===== src/design/tkf_pkg.sv =====
package tkf_pkg;
  localparam int FRAC_BITS = 16;
  localparam int CORDIC_STEPS = 16;
  localparam int ANG_FB = 30;
  localparam logic signed [63:0] PI_Q30 = 64'sd3373259426;
  localparam logic signed [63:0] HALF_PI_Q30 = 64'sd1686629713;
  localparam logic signed [63:0] DEG2RAD_Q30 = 64'sd18740330;
  localparam logic signed [63:0] RAD2DEG_Q24 = 64'sd961263669;
  localparam logic [63:0] US_PER_S = 64'd1000000;
  localparam int CNT_W = 7;

  // dt = diff * 2^16 / 10^6 = diff * 1024 / 15625. The division by 15625 is a
  // multiplication by ceil(2^46 / 15625) and a shift by 46, exact for 32-bit operands.
  localparam logic [32:0] DT_RECIP = 33'd4503599628;
  localparam logic [31:0] DT_DIV = 32'd15625;

  localparam logic [1:0] REG_Q_ANGLE = 2'd0;
  localparam logic [1:0] REG_Q_GYRO = 2'd1;
  localparam logic [1:0] REG_R_ANGLE = 2'd2;

  typedef enum logic [4:0] {
    ST_IDLE, ST_DT, ST_CORDIC, ST_MEAS, ST_RATE, ST_P1, ST_P2, ST_P3, ST_P4, ST_P5,
    ST_P6, ST_P7, ST_P8, ST_S, ST_DIV0, ST_DIV1, ST_U1, ST_U2, ST_U3, ST_U4, ST_U5,
    ST_U6, ST_OUT, ST_HOLD
  } state_t;

  typedef struct packed {
    state_t step;
  } cmd_t;

  typedef struct packed {
    logic done;
    logic s_zero;
  } sts_t;

  function automatic logic signed [31:0] atan_q30(input logic [4:0] i);
    case (i)
      5'd0: return 32'sh3243F6A8;
      5'd1: return 32'sh1DAC6705;
      5'd2: return 32'sh0FADBAFC;
      5'd3: return 32'sh07F56EA6;
      5'd4: return 32'sh03FEAB76;
      5'd5: return 32'sh01FFD55B;
      5'd6: return 32'sh00FFFAAA;
      5'd7: return 32'sh007FFF55;
      5'd8: return 32'sh003FFFEA;
      5'd9: return 32'sh001FFFFD;
      5'd10: return 32'sh000FFFFF;
      5'd11: return 32'sh0007FFFF;
      5'd12: return 32'sh0003FFFF;
      5'd13: return 32'sh0001FFFF;
      5'd14: return 32'sh0000FFFF;
      5'd15: return 32'sh00007FFF;
      5'd16: return 32'sh00003FFF;
      5'd17: return 32'sh00001FFF;
      5'd18: return 32'sh00000FFF;
      5'd19: return 32'sh000007FF;
      5'd20: return 32'sh000003FF;
      5'd21: return 32'sh000001FF;
      5'd22: return 32'sh000000FF;
      5'd23: return 32'sh0000007F;
      default: return 32'sh0;
    endcase
  endfunction

  function automatic logic signed [31:0] sat32(input logic signed [65:0] v);
    if (v > 66'sd2147483647) return 32'sh7FFFFFFF;
    if (v < -66'sd2147483648) return 32'sh80000000;
    return v[31:0];
  endfunction

  function automatic logic signed [31:0] add_s(input logic signed [31:0] a,
                                               input logic signed [31:0] b);
    return sat32(66'(a) + 66'(b));
  endfunction

  function automatic logic signed [31:0] sub_s(input logic signed [31:0] a,
                                               input logic signed [31:0] b);
    return sat32(66'(a) - 66'(b));
  endfunction

  function automatic logic signed [31:0] reg_val(input logic [31:0] r);
    return r[31] ? 32'sh7FFFFFFF : $signed(r);
  endfunction
endpackage


===== src/design/tkf_ctrl.sv =====
module tkf_ctrl import tkf_pkg::*; (
  input  logic clk,
  input  logic rst,
  input  logic in_fire,
  input  logic out_fire,
  input  sts_t sts,
  output cmd_t cmd,
  output logic busy,
  output logic out_valid
);
  state_t state, state_next;

  always_ff @(posedge clk) begin
    if (rst) begin
      state <= ST_IDLE;
    end else begin
      state <= state_next;
    end
  end

  always_comb begin
    state_next = state;
    unique case (state)
      ST_IDLE: if (in_fire) state_next = ST_DT;
      ST_DT: if (sts.done) state_next = ST_CORDIC;
      ST_CORDIC: if (sts.done) state_next = ST_MEAS;
      ST_MEAS: state_next = ST_RATE;
      ST_RATE: state_next = ST_P1;
      ST_P1: state_next = ST_P2;
      ST_P2: state_next = ST_P3;
      ST_P3: state_next = ST_P4;
      ST_P4: state_next = ST_P5;
      ST_P5: state_next = ST_P6;
      ST_P6: state_next = ST_P7;
      ST_P7: state_next = ST_P8;
      ST_P8: state_next = ST_S;
      ST_S: state_next = sts.s_zero ? ST_OUT : ST_DIV0;
      ST_DIV0: if (sts.done) state_next = ST_DIV1;
      ST_DIV1: if (sts.done) state_next = ST_U1;
      ST_U1: state_next = ST_U2;
      ST_U2: state_next = ST_U3;
      ST_U3: state_next = ST_U4;
      ST_U4: state_next = ST_U5;
      ST_U5: state_next = ST_U6;
      ST_U6: state_next = ST_OUT;
      ST_OUT: state_next = ST_HOLD;
      ST_HOLD: if (out_fire) state_next = ST_IDLE;
      default: state_next = ST_IDLE;
    endcase
  end

  always_comb begin
    cmd.step = state;
    busy = (state != ST_IDLE);
    out_valid = (state == ST_HOLD);
  end
endmodule


===== config.mk =====
export PLATFORM = sky130hd
export DESIGN_NAME = tkf_ctrl
export DESIGN_NICKNAME = d
export VERILOG_FILES = /design/src/design/tkf_pkg.sv /design/src/design/tkf_ctrl.sv
export SDC_FILE = /design/constraint.sdc
export NUM_CORES = 1
export LEC_CHECK = 0
export ABC_CLOCK_PERIOD_IN_PS = 1650
export BUFFER_PORTS_ARGS = -buffer_cell sky130_fd_sc_hd__buf_2
export CORE_AREA = 8 8 45 47
export DETAILED_ROUTE_END_ITERATION = 8
export DIE_AREA = 0 0 53 55
export PLACE_DENSITY = 0.49
export RECOVER_POWER = 25
export SKIP_CTS_REPAIR_TIMING = 1
export SLEW_MARGIN = 20
export SYNTH_ARGS = -nofsm -noshare
export SYNTH_HDL_FRONTEND = slang
export SYNTH_SLANG_ARGS = --single-unit

===== constraint.sdc =====
create_clock -name clk -period 1.65 [get_ports clk]
set_clock_uncertainty 0.1 [all_clocks]
set_input_delay 0.4125 -clock clk [delete_from_list [all_inputs] [get_ports clk]]
set_output_delay 0.4125 -clock clk [all_outputs]
set_load 0.01 [all_outputs]

* Word level (Yosys, flattened, before mapping)
Cells that the tools add are included.
Word-level totals: register bits after elaboration 5
Operators by class: equal/unequal tests 29, multiplexer cells 8, reductions and logical operators 3
Operators by type and width (count):
- $pmux W5 S24 | 1
- $eq A5 B4 Y1 const B | 8
- $eq A5 B5 Y1 const B | 8
- $mux W5 | 7
- $eq A5 B3 Y1 const B | 4
- $ne A2 B2 Y1 const B | 6
- $eq A5 B2 Y1 const B | 2
- $reduce_and A6 Y1 | 1
- $eq A5 B1 Y1 const B | 1
- $logic_not A5 Y1 | 1
- $reduce_bool A5 Y1 | 1

* Depth between registers and ports, before layout
depth after elaboration 3, mapped depth 5

* Least setup slack after synthesis
OpenSTA, ideal clock, no wires.
path kind register -> register, from register state[1], in the netlist cmd[1], to register state[1], in the netlist cmd[1], arrival time 1.530 ns, data required time 1.433 ns, slack -0.098 ns, cell stages (with the launch flop) 6, buffers on the path 1, path through dfxtp_1 buf_4 nand3_2 or4b_4 and3_4 a32o_1
Between the ends: longest elaborated chain between the ends 3
Ends and longest elaborated chain:
- from (decl) | RTL line tkf_ctrl.sv:11 | state_t state, state_next;
- from (signal assigned) | RTL line tkf_ctrl.sv:17 | state <= state_next;
- $eq A5 B1 Y1 (tied with other cells) | RTL line tkf_ctrl.sv:23 | unique case (state)
- $ne A2 B2 Y1 (no source line)
- $reduce_and A6 Y1 (no source line)
Several ways; a longest one is shown, not always the timed one. A chain may end at the register's enable or synchronous reset.

* Worst setup path after layout
from register state[4], in the netlist cmd[4], to output port busy
Between the ends: longest elaborated chain between the ends 1
Ends and longest elaborated chain:
- $reduce_bool A5 Y1 | RTL line tkf_ctrl.sv:54 | busy = (state != ST_IDLE);
- to (decl) | RTL line tkf_ctrl.sv:8 | output logic busy,
No other way between the ends.

==> flow_summary.yaml <==
cts:
  cts_buffers: 3
  clk_latency_ps: 240
  root_buffer: "clkbuf_4"
  clk_pin_slew_worst_paths_ps: 40
  cts_sinks: 5
  clockBufferDepth: 2
  h-tree-depth: 1
  cts_tree: "built"
layout:
  largest_reg_flops: 5
  stdcell_count: 86
  register_area_um2: 114
  syn_to_final_growth_pct: 56.2
  nets: 77
  layout-drive-gt1-share: 0.557
  diodes: 0
  multi_input_area_um2: 267
  nFillCells: 156
yosys:
  synth-main-ff-cell: "dfxtp_1"
  yosysSeqAreaShare: 0.263
  synth_top_cell_by_area: "dfxtp_1"
  ys_ff_latch: 5
  syn_inst: 45
  syn_area_um2: 380
  ys_top_cells_by_area: "dfxtp_1 26%, a32o_1 5.3%, nor4b_1 4.6%"
  netlist.area_leader.share: 0.263
  postSynthAreaPerCell_um2: 8.45
  synth_warnings: 0
  syn-num-nets: 51
  synth_edf_count: 0
  async_flop_share: 0
  yosysUniqueCellTypes: 28
setup_path:
  startpoint_type: "flop"
  path_cells: "buf_4, nor4_2, nand2b_1, buf_2"
  cp.required_ps: 1140
  cp.arrival_ps: 1150
  path_class: "reg -> out"
  slowest_delay_ps: 370
  startpoint: "cmd[4]$_SDFFE_PP0P_"
  critPathSlowestCell: "dfxtp_2"
  worstReg2RegStart: "cmd[0]$_SDFFE_PP0P_"
  end_kind: "output port"
  critical_path.max_fanout: 11
power:
  ir_worst_vdd_mv: 0.609
  power.density_nw_per_um2: 1330
  leakage_nw: 0.270
routing:
  first_iter_violations: 6
  drt_wl_total_um: 1070
  drc_errors: 0
  ant_nets: 0
  num_vias: 436
  wl_per_cell_um: 12.4
  viasPerCell: 5.07
  firstDrtPassIters: 4
placement:
  dp_cells: 79
  port_buffers: 12
  gp_congestion: 0.783
  place.detailed.hpwl_um: 816
timing:
  hold_viol: 0
  max-slew-margin-rel: 0.827
  totalNegativeSetupSlack_ps: -15.9
  post-route-period-util: 1.01
  min_period_ps: 1670
  max_freq_ghz: 0.600
  finalSetupViolCount: 1
  hold-worst-slack_ps: 275
  setup_ws_ps: -15.9
  maxSlewViolCount: 0
  rsz0062_at_grt: "true"
  worstMarginPinSlew_ps: 255
floorplanning:
  dieHeight_um: 55
  initial_core_util: 0.275
  coreArea_um2: 1380
  die_area_um2: 2920
  io_pins: 13
  chipWidth_um: 53
  fp-row-count: 14
global_routing:
  grt_max_degree: 12
  grt_use_met2: 0.131
  grt_antenna_before_repair: 0
  grt_pass1_wl_um: 1730
  grt_usage: 0.0825
  use_met1: 0.0805
  grt.overflow.total: 0
  grt_pass1_vias: 412
  grt-busiest-layer: "met2"
  grt_use_met3: 0.0508
run_status:
  outcome: "finished with violations"
  violations: "negative setup slack"
worst_hold_path:
  hp-start: "rst"
  holdCritPathClass: "in -> reg"
job:
  cap_violations: 0
cells in the mapped netlist, types with 2 or more instances:
cell type and count:
a32o_1 2, buf_2 2, buf_4 2, dfxtp_1 5, inv_1 2, nand2_1 4
nand2b_1 2, nand4_1 2, nor2_1 2, nor4_1 2, nor4b_1 2, xor2_1 2
power by group:
group          internal (mW)  switching, mW  total [mW]
combinational          0.234          0.191       0.425
sequential             0.165         0.0595       0.225
clock                 0.0912         0.0471       0.138
total                  0.491          0.297       0.788
kinds of logic (layout without fill, tap and decap cells):
family / Yosys count / in the layout / share of synthesized area
AND/OR/NAND/NOR: 21 / 21 / 0.385
flip-flops: 5 / 5 / 0.263
AO/OA/AOI/OAI: 11 / 11 / 0.220
buffers and inverters: 6 / 31 / 0.0855
XOR/XNOR: 2 / 2 / 0.0461
layout make-up:
class,count,area share
Tap cell,16,0.0337
Multi-Input combinational cell,34,0.448
Sequential cell,5,0.192
Inverter,2,0.0126
Clock buffer,4,0.0442
Timing Repair Buffer,25,0.269
placed cells by master, fill, tap and decap left out:
cell type	synthesis	layout
buf_6	0	1
a31o_2	1	1
a21boi_0	1	1
clkbuf_4	0	3
nand2_1	4	4
nor4_1	2	1
a32o_1	2	2
clkbuf_1	0	2
a21oi_1	1	1
xor2_1	2	2
nand4b_1	1	1
a21oi_2	1	1
nor2_1	2	2
nor4_2	0	1
buf_4	2	12
a22oi_1	1	1
or4b_4	1	1
nand4_1	2	2
inv_1	2	2
nand3_4	0	1
nor4b_1	2	2
buf_2	2	11
nor4bb_1	1	1
dfxtp_4	0	3
and3_4	1	1
or2b_1	1	1
a31oi_1	1	1
nor3b_2	0	1
o21a_1	1	1
dfxtp_2	0	2
nand2b_1	2	2
o21ai_0	1	1
o211ai_1	1	1
critical path: cells and delay by family, from the launching register on:
kind                   cells  cell delay (ps)
DFF                        1              370
buffers and inverters      2              290
and+or+nand+nor            2              260
metal layers:
layer  vias to the layer above  wire [um]  share of wire
li1                        222          -              -
met1                       202        425           0.40
met2                        10        537           0.50
met3                         2         98          0.092
met4                         0          6         0.0056
met5                         -          0              0
path summary, 6_finish.rpt:
| path | endpoint | slack [ps] | cells past startpoint |
|---|---|---|---|
| max | busy | -20 | 4 |
| min | cmd[0]$_SDFFE_PP0P_ | 280 | 2 |
| max reg2reg | cmd[1]$_SDFFE_PP0P_ | 30 | 4 |
| min reg2reg | cmd[4]$_SDFFE_PP0P_ | 530 | 1 |
metrics by stage:
step	instance area [um^2]	util	power, mW	setup slack (ps)
6_report	594	0.429	0.788	-15.9
5_1_grt	594	0.429	0.854	-84.0
4_1_cts	548	0.396	0.755	-207
3_5_place_dp	522	0.377	0.604	-61.4
3_3_place_gp	522	0.377	0.610	-52.9
2_1_floorplan	399	-	0.468	-25.4
Power figures use the tool's default switching activity.
